[config.mk]
export PLATFORM = sky130hd
export DESIGN_NAME = fpga_bitfile_section_parser
export DESIGN_NICKNAME = d
export VERILOG_FILES = /design/src/rtl/fbsp_pkg.sv /design/src/rtl/fpga_bitfile_section_parser.sv /design/src/rtl/fbsp_step.sv /design/src/rtl/fbsp_out_buf.sv
export SDC_FILE = /design/constraint.sdc
export NUM_CORES = 1
export LEC_CHECK = 0
export BUFFER_PORTS_ARGS = -buffer_cell sky130_fd_sc_hd__buf_2
export CAP_MARGIN = 40
export CORE_AREA = 2 2 185 133
export CTS_BUF_LIST = sky130_fd_sc_hd__clkbuf_8
export DETAILED_ROUTE_END_ITERATION = 7
export DIE_AREA = 0 0 187 135
export GPL_ROUTABILITY_DRIVEN = 0
export HOLD_SLACK_MARGIN = 0.06
export PLACE_DENSITY = 0.67
export SLEW_MARGIN = 0
export SYNTH_ARGS = -nofsm -noshare
export SYNTH_HDL_FRONTEND = slang
export SYNTH_SLANG_ARGS = --single-unit
[constraint.sdc]
create_clock -name clk_i -period 10 [get_ports clk_i]
set_clock_uncertainty 0.1 [all_clocks]
set_input_delay 2 -clock clk_i [delete_from_list [all_inputs] [get_ports clk_i]]
set_output_delay 2 -clock clk_i [all_outputs]
set_load 0.02 [all_outputs]
[src/rtl/fbsp_pkg.sv]
// Package for the configuration file section parser: types, codes and the preamble table.
`default_nettype none

package fbsp_pkg;

  // Parse phase of the section parser
  typedef enum logic [2:0] {
    PH_PREAMBLE,
    PH_KEY,
    PH_LEN,
    PH_PAYLOAD,
    PH_STOP
  } phase_e;

  // Class of one input byte
  typedef enum logic [2:0] {
    CL_PREAMBLE,
    CL_KEY,
    CL_LEN,
    CL_PAYLOAD,
    CL_IGNORED,
    CL_END
  } class_e;

  // Parser status
  typedef enum logic [1:0] {
    ST_RUN,
    ST_MISMATCH,
    ST_TRUNC,
    ST_DONE
  } status_e;

  localparam logic [3:0] PreambleLen   = 4'd13;
  localparam logic [3:0] PreambleLast  = 4'd12;
  localparam logic [7:0] KeyE          = 8'h65;
  localparam logic [2:0] LenBytesE     = 3'd4;
  localparam logic [2:0] LenBytesOther = 3'd2;

  // One result item
  typedef struct packed {
    class_e      byte_class;
    logic [7:0]  section_key;
    logic [7:0]  data_byte;
    logic        section_last;
    logic [31:0] section_length;
    status_e     status;
  } result_t;

  // Parser state seen by the top level
  typedef struct packed {
    phase_e  phase;
    status_e status;
  } step_stat_t;

  // Expected preamble byte at a given position
  function automatic logic [7:0] preamble_byte(input logic [3:0] idx);
    logic [7:0] b;
    case (idx)
      4'd0:    b = 8'h00;
      4'd1:    b = 8'h09;
      4'd2:    b = 8'h0f;
      4'd3:    b = 8'hf0;
      4'd4:    b = 8'h0f;
      4'd5:    b = 8'hf0;
      4'd6:    b = 8'h0f;
      4'd7:    b = 8'hf0;
      4'd8:    b = 8'h0f;
      4'd9:    b = 8'hf0;
      4'd10:   b = 8'h00;
      4'd11:   b = 8'h00;
      4'd12:   b = 8'h01;
      default: b = 8'h00;
    endcase
    return b;
  endfunction

endpackage

`default_nettype wire

[src/rtl/fpga_bitfile_section_parser.sv]
// Top level of the configuration file section parser.
//
//  channel | direction | handshake               | payload
//  in      | input     | in_valid_i / in_ready_o   | kind_i, byte_in_i
//  out     | output    | out_valid_o / out_ready_i | byte_class_o .. status_o
//
// One item per cycle sustained while in_ready_o is high; each accepted item yields one
// result item from the parser state update, registered in the output or skid entry.
// Reset returns the parser to the preamble phase and empties the result buffer.
// A two-entry result buffer absorbs a stall: in_ready_o falls only when both
// entries hold results not yet taken, and it is driven from a register.
`default_nettype none

module fpga_bitfile_section_parser (
  input  wire logic        clk_i,
  input  wire logic        rst_ni,
  input  wire logic        in_valid_i,
  output logic             in_ready_o,
  input  wire logic        kind_i,
  input  wire logic [7:0]  byte_in_i,
  output logic             out_valid_o,
  input  wire logic        out_ready_i,
  output logic [2:0]       byte_class_o,
  output logic [7:0]       section_key_o,
  output logic [7:0]       data_byte_o,
  output logic             section_last_o,
  output logic [31:0]      section_length_o,
  output logic [1:0]       status_o
);
  import fbsp_pkg::*;

  logic       accept;
  result_t    step_res;
  result_t    out_res;
  step_stat_t stat;

  assign accept = in_valid_i && in_ready_o;

  // Parser state and per-byte labeling
  fbsp_step u_step (
    .clk_i    (clk_i),
    .rst_ni   (rst_ni),
    .accept_i (accept),
    .kind_i   (kind_i),
    .byte_i   (byte_in_i),
    .result_o (step_res),
    .stat_o   (stat)
  );

  // Result buffering
  fbsp_out_buf u_out_buf (
    .clk_i        (clk_i),
    .rst_ni       (rst_ni),
    .push_valid_i (in_valid_i),
    .push_ready_o (in_ready_o),
    .push_data_i  (step_res),
    .pop_valid_o  (out_valid_o),
    .pop_ready_i  (out_ready_i),
    .pop_data_o   (out_res)
  );

  // Unpack the result item onto the ports
  assign byte_class_o     = out_res.byte_class;
  assign section_key_o    = out_res.section_key;
  assign data_byte_o      = out_res.data_byte;
  assign section_last_o   = out_res.section_last;
  assign section_length_o = out_res.section_length;
  assign status_o         = out_res.status;

  // A final status always comes with the stopped phase
  a_status_stop: assert property (@(posedge clk_i) disable iff (!rst_ni)
    (stat.status != ST_RUN) |-> (stat.phase == PH_STOP))
    else $error("final status set outside stop phase");

  // A final status never changes once set
  a_status_sticky: assert property (@(posedge clk_i) disable iff (!rst_ni)
    (stat.status != ST_RUN) |=> $stable(stat.status))
    else $error("final status changed after being set");

  // Only payload items carry data or the last flag
  a_payload_only: assert property (@(posedge clk_i) disable iff (!rst_ni)
    (out_valid_o && (out_res.byte_class != CL_PAYLOAD)) |->
      ((out_res.data_byte == 8'h00) && !out_res.section_last))
    else $error("data or last flag on a non-payload item");

  // Input stalls only while a result is waiting
  a_stall_cause: assert property (@(posedge clk_i) disable iff (!rst_ni)
    !in_ready_o |-> out_valid_o)
    else $error("input stalled with no result pending");

endmodule

`default_nettype wire

[src/rtl/fbsp_step.sv]
// Parser state registers and the per-byte update that labels each item.
`default_nettype none

module fbsp_step (
  input  wire logic                  clk_i,
  input  wire logic                  rst_ni,
  input  wire logic                  accept_i,
  input  wire logic                  kind_i,
  input  wire logic [7:0]            byte_i,
  output fbsp_pkg::result_t          result_o,
  output fbsp_pkg::step_stat_t       stat_o
);
  import fbsp_pkg::*;

  phase_e      phase_q, phase_d;
  logic [3:0]  pre_idx_q, pre_idx_d;
  logic [7:0]  key_q, key_d;
  logic [2:0]  len_left_q, len_left_d;
  logic [31:0] len_acc_q, len_acc_d;
  logic [31:0] pay_left_q, pay_left_d;
  status_e     status_q, status_d;

  logic [31:0] pay_dec;
  logic [2:0]  len_dec;
  logic [31:0] acc_shift;
  logic        pre_ok;

  // Shared arithmetic for the update and the result
  assign pay_dec   = (pay_left_q != 32'd0) ? pay_left_q - 32'd1 : 32'd0;
  assign len_dec   = (len_left_q != 3'd0) ? len_left_q - 3'd1 : 3'd0;
  assign acc_shift = {len_acc_q[23:0], byte_i};
  assign pre_ok    = (pre_idx_q < PreambleLen) && (byte_i == preamble_byte(pre_idx_q));

  // Next parser state
  always_comb begin
    phase_d    = phase_q;
    pre_idx_d  = pre_idx_q;
    key_d      = key_q;
    len_left_d = len_left_q;
    len_acc_d  = len_acc_q;
    pay_left_d = pay_left_q;
    status_d   = status_q;
    if (kind_i) begin
      if (phase_q != PH_STOP) begin
        status_d = ST_TRUNC;
        phase_d  = PH_STOP;
      end
    end else begin
      case (phase_q)
        PH_PREAMBLE: begin
          if (!pre_ok) begin
            status_d = ST_MISMATCH;
            phase_d  = PH_STOP;
          end else begin
            pre_idx_d = pre_idx_q + 4'd1;
            if (pre_idx_q == PreambleLast) begin
              phase_d = PH_KEY;
            end
          end
        end
        PH_KEY: begin
          key_d      = byte_i;
          len_left_d = (byte_i == KeyE) ? LenBytesE : LenBytesOther;
          len_acc_d  = 32'd0;
          phase_d    = PH_LEN;
        end
        PH_LEN: begin
          len_acc_d  = acc_shift;
          len_left_d = len_dec;
          if (len_dec == 3'd0) begin
            if (acc_shift == 32'd0) begin
              // empty section: skip straight to the next key, or finish on an e section
              if (key_q == KeyE) begin
                status_d = ST_DONE;
                phase_d  = PH_STOP;
              end else begin
                phase_d = PH_KEY;
              end
            end else begin
              pay_left_d = acc_shift;
              phase_d    = PH_PAYLOAD;
            end
          end
        end
        PH_PAYLOAD: begin
          pay_left_d = pay_dec;
          if (pay_dec == 32'd0) begin
            if (key_q == KeyE) begin
              status_d = ST_DONE;
              phase_d  = PH_STOP;
            end else begin
              phase_d = PH_KEY;
            end
          end
        end
        default: ;
      endcase
    end
  end

  // Result item for the byte at the input
  always_comb begin
    result_o                = '0;
    result_o.section_key    = key_d;
    result_o.section_length = len_acc_d;
    result_o.status         = status_d;
    result_o.byte_class     = CL_IGNORED;
    if (kind_i) begin
      result_o.byte_class = CL_END;
    end else begin
      case (phase_q)
        PH_PREAMBLE: result_o.byte_class = CL_PREAMBLE;
        PH_KEY:      result_o.byte_class = CL_KEY;
        PH_LEN:      result_o.byte_class = CL_LEN;
        PH_PAYLOAD: begin
          result_o.byte_class = CL_PAYLOAD;
          result_o.data_byte  = byte_i;
          if (pay_dec == 32'd0) begin
            result_o.section_last = 1'b1;
            // terminate non-e sections as a string
            if (key_q != KeyE) begin
              result_o.data_byte = 8'h00;
            end
          end
        end
        default: result_o.byte_class = CL_IGNORED;
      endcase
    end
  end

  assign stat_o.phase  = phase_q;
  assign stat_o.status = status_q;

  // Advance state on each accepted item
  always_ff @(posedge clk_i or negedge rst_ni) begin
    if (!rst_ni) begin
      phase_q    <= PH_PREAMBLE;
      pre_idx_q  <= 4'd0;
      key_q      <= 8'd0;
      len_left_q <= 3'd0;
      len_acc_q  <= 32'd0;
      pay_left_q <= 32'd0;
      status_q   <= ST_RUN;
    end else if (accept_i) begin
      phase_q    <= phase_d;
      pre_idx_q  <= pre_idx_d;
      key_q      <= key_d;
      len_left_q <= len_left_d;
      len_acc_q  <= len_acc_d;
      pay_left_q <= pay_left_d;
      status_q   <= status_d;
    end
  end

endmodule

`default_nettype wire

[src/rtl/fbsp_out_buf.sv]
// Two-entry result buffer: output register plus skid entry with registered ready.
`default_nettype none

module fbsp_out_buf (
  input  wire logic         clk_i,
  input  wire logic         rst_ni,
  input  wire logic         push_valid_i,
  output logic              push_ready_o,
  input  fbsp_pkg::result_t push_data_i,
  output logic              pop_valid_o,
  input  wire logic         pop_ready_i,
  output fbsp_pkg::result_t pop_data_o
);
  import fbsp_pkg::*;

  logic    main_valid_q, main_valid_d;
  logic    skid_valid_q, skid_valid_d;
  result_t main_q, main_d;
  result_t skid_q, skid_d;
  logic    push, pop;

  assign push_ready_o = !skid_valid_q;
  assign pop_valid_o  = main_valid_q;
  assign pop_data_o   = main_q;
  assign push         = push_valid_i && !skid_valid_q;
  assign pop          = main_valid_q && pop_ready_i;

  // Steer items between the output register and the skid entry
  always_comb begin
    main_valid_d = main_valid_q;
    skid_valid_d = skid_valid_q;
    main_d       = main_q;
    skid_d       = skid_q;
    if (pop) begin
      if (skid_valid_q) begin
        main_d       = skid_q;
        skid_valid_d = 1'b0;
      end else if (push) begin
        main_d = push_data_i;
      end else begin
        main_valid_d = 1'b0;
      end
    end else if (push) begin
      if (!main_valid_q) begin
        main_d       = push_data_i;
        main_valid_d = 1'b1;
      end else begin
        skid_d       = push_data_i;
        skid_valid_d = 1'b1;
      end
    end
  end

  // Clear valid flags under reset
  always_ff @(posedge clk_i or negedge rst_ni) begin
    if (!rst_ni) begin
      main_valid_q <= 1'b0;
      skid_valid_q <= 1'b0;
    end else begin
      main_valid_q <= main_valid_d;
      skid_valid_q <= skid_valid_d;
    end
  end

  // Payload registers
  always_ff @(posedge clk_i) begin
    main_q <= main_d;
    skid_q <= skid_d;
  end

endmodule

`default_nettype wire
==> qor.tcl <==
set qor(drt.antenna.violating_nets) 0
set qor(synth_enable_flop_cells) 108
set qor(drv_slew) 0
set qor(clk_pin_slew_ps) 110
set qor(flow.area_growth_from_synthesis_pct) 11.0
set qor(dr.pass1.iters) 5
set qor(synthArstFlopShare_pct) 44.3
set qor(postCtsHoldBufs) 0
set qor(critical_path.endpoint_type) {flip-flop}
set qor(leakage_nw) 4.42
set qor(max_freq_mhz) 260
set qor(diodes) 0
set qor(gr-usage-met3_pct) 4.24
set qor(peakVddDrop_mv) 0.164
set qor(critPathBufInv) 1
set qor(drive_gt1_share_pct) 18.3
set qor(critPathMaxStageDelay_ps) 520
set qor(postRouteWirelength_um) 23900
set qor(crit_path_top_delay_cell) {nor4_1}
set qor(io-pin-count) 69
set qor(worstMarginPinSlew_ps) 755
set qor(synthCells) 932
set qor(rsz_0062_raised_after_global_routing) {no}
set qor(holdCritPathClass) {reg2reg}
set qor(timing.critical_path.fanout_max) 9
set qor(synth_seq_cells) 194
set qor(cts.repair.resized) 0
set qor(grt_start_max_net_pins) 65
set qor(clk_latency_ps) 490
set qor(yosys_warnings) 0
set qor(power_density_nw_per_um2) 297
set qor(cts_buffer_depth) 2
set qor(wire_length_of_the_first_global_routing_pass_um) 38200
set qor(synth_cell_type_count) 65
set qor(max-cap-violations) 0
set qor(core-area_sq_um) 23300
set qor(synth.net_count) 953
set qor(final_net_count) 991
set qor(grt-busiest-layer) {met2}
set qor(gr-usage-met2_pct) 28.4
set qor(place_hpwl_um) 15800
set qor(criticalPathCategory) {in2reg}
set qor(setup-violations-final) 0
set qor(post-route-drc-count) 0
set qor(cp.required_ps) 10220
set qor(wl_per_cell_um) 18.4
set qor(rows) 47
set qor(grt_pass1_vias) 6909
set qor(worst_setup_path_start_kind) {input pin}
set qor(cts_made_buffers) 17
set qor(track_usage_pct) 19.1
set qor(portBuffers) 68
set qor(avgViaCountPerCell) 5.73
set qor(post_cts_buffers) 0
set qor(ctsHtreeMaxLevel) 4
set qor(grt-ovfl-total) 0
set qor(dr.first_iter.drc_count) 850
set qor(slew_headroom_pct) 49.7
set qor(tritoncts) {yes}
set qor(setup-tns-final_ps) 0
set qor(antenna_found_initial) 0
set qor(synth_top_flop_cell) {edfxtp_1}
set qor(critical_path.cell_chain) {buf_2 > nor4_1 > nand4_1 > nor2_1 > nand2_1 > nor3_1 > or2_2 > a2111oi_4 > o31ai_2}
set qor(worst_ep_arrival_time_ps) 4060
set qor(dieHeight_um) 135
set qor(report.final.hold_viol_count) 0
set qor(clockRootBuffer) {clkbuf_8}
set qor(vias) 7460
set qor(syn_avg_cell_area_sq_um) 10.4
set qor(finalCritPeriodShare_pct) 38.4
set qor(fin_total_pwr_mw) 3.20
set qor(initial_utilization_pct) 41.6
set qor(synth_sequential_area_ratio_pct) 55.6
set qor(post_synth_instance_area_sq_um) 9700
set qor(category_of_cells_accounting_for_the_largest_share_of_critical_path_delay) {simple AND/OR/NAND/NOR gates}
set qor(period_minus_slack_ps) 3840
set qor(status) {completed}
set qor(clock_sinks) 194
set qor(die_x_um) 187
set qor(die_area_sq_um) 25200
set qor(grt_use_met1_pct) 27.8
layout make-up:
type	instances	area (sq um)
Tap cell	318	398
Clock inverter	14	173
Timing Repair Buffer	81	457
Clock buffer	18	248
Fill cell	2182	12600
Inverter	33	124
Multi-Input combinational cell	643	3980
Sequential cell	194	5400
path summary, 6_finish.rpt:
path	start	to	slack [ps]	cells after the start
max	byte_in_i[7]	u_out_buf.pop_data_o[0]	6160	9
min	u_step.key_q[2]	u_step.key_q[2]	420	2
max reg2reg	u_step.pay_left_q[0]	u_out_buf.pop_data_o[34]	6240	9
min reg2reg	u_step.key_q[2]	u_step.key_q[2]	420	2
max in group asynchronous	rst_ni	u_step.len_acc_q[1]	7530	3
min in group asynchronous	rst_ni	u_step.pay_left_q[20]	1270	1
per-stage QoR:
stage               std cells  hold slack, ps  util, %  setup WS (ps)  instance area, sq um
floorplan                 932             363        -           4380                  9700
global placement         1267             389     44.2           5720                 10300
detailed placement       1269             391     44.3           5690                 10300
CTS                      1301             420     46.1           6200                 10800
global route             1301             444     46.1           5840                 10800
finish                   1301             418     46.1           6160                 10800
report_power, final:
part	switching, mW	internal (mW)	leakage, nW	total, mW
Clock	0.306	0.237	0.213	0.543
Combinational	0.763	0.437	2.04	1.20
Sequential	0.268	1.19	2.17	1.46
Total	1.34	1.86	4.42	3.20
cell families after synthesis:
| kind of cell | share of synthesized area, % |
|---|---|
| buffers and inverters | 3.71 |
| adders and majority gates | 1.03 |
| DFF | 55.6 |
| muxes | 5.63 |
| and+or+nand+nor | 18.0 |
| xor gates and xnor gates | 1.08 |
| AOI/OAI and AO/OA | 15.0 |
worst reg2reg max path: stages (launching register included):
cell      delay, ps
dfrtp_1         450
inv_1           120
ha_1            280
nor4b_2         570
nand4_1         350
o31ai_1         360
o211ai_2        150
nor4_2          450
a31oi_1         290
o31ai_1         430
Yosys cell counts (7+ instances only):
| cell type | n | area (sq um) |
|---|---|---|
| nand2_1 | 120 | 450 |
| nor3_1 | 22 | 110 |
| a31oi_1 | 8 | 50.1 |
| a32oi_1 | 10 | 87.6 |
| nor2_1 | 65 | 244 |
| a22o_1 | 32 | 280 |
| xnor2_1 | 9 | 78.8 |
| nor4_2 | 7 | 87.6 |
| dfrtp_1 | 86 | 2150 |
| mux2i_1 | 13 | 130 |
| edfxtp_1 | 108 | 3240 |
| o21ai_1 | 9 | 45.0 |
| o21ai_0 | 78 | 390 |
| nand3_1 | 46 | 230 |
| mux2_2 | 37 | 417 |
| a21oi_1 | 54 | 270 |
| nor4_1 | 19 | 119 |
| clkbuf_1 | 56 | 210 |
| nand4_1 | 11 | 68.8 |
| inv_1 | 33 | 124 |
| ha_1 | 8 | 100 |
| and2_1 | 11 | 68.8 |
layer usage:
layer | wire length (um) | part of all wire (%)
met1 | 11600 | 48
met2 | 10200 | 43
met3 | 1700 | 7.1
met4 | 418 | 1.7
met5 | 0 | 0
flip-flops by register name, summed over array words and instances, names as in the netlist:
| signal | cells |
|---|---|
| u_out_buf.pop_data_o | 54 |
| u_step.len_acc_q | 32 |
| u_step.len_left_q | 3 |
| u_step.pay_left_q | 32 |
| u_step.key_q | 8 |
| u_step.pre_idx_q | 4 |
| u_out_buf.skid_valid_q | 1 |
| u_step.phase_q | 3 |
| u_step.status_q | 2 |
| u_out_buf.skid_q | 54 |
| u_out_buf.pop_valid_o | 1 |
placed cells by master (no fill, tap or decap), drive strengths merged, types with 4 or more instances in the layout:
cell type,n
nor4b,4
edfxtp,108
xnor2,9
and4,5
nand3,46
clkinv,5
a22oi,4
clkbuf,18
or3,4
dfrtp,86
o22ai,5
ha,8
a32oi,10
o21ai,87
buf,81
mux2,37
nor2b,5
mux2i,13
nand2,120
nor3,23
and3,4
o31ai,6
and2,11
nor4,27
nand4,11
a21oi,55
nor2,65
inv,39
or4,6
a22o,32
a31oi,8
No activity file was read; power rests on OpenSTA's default activity.
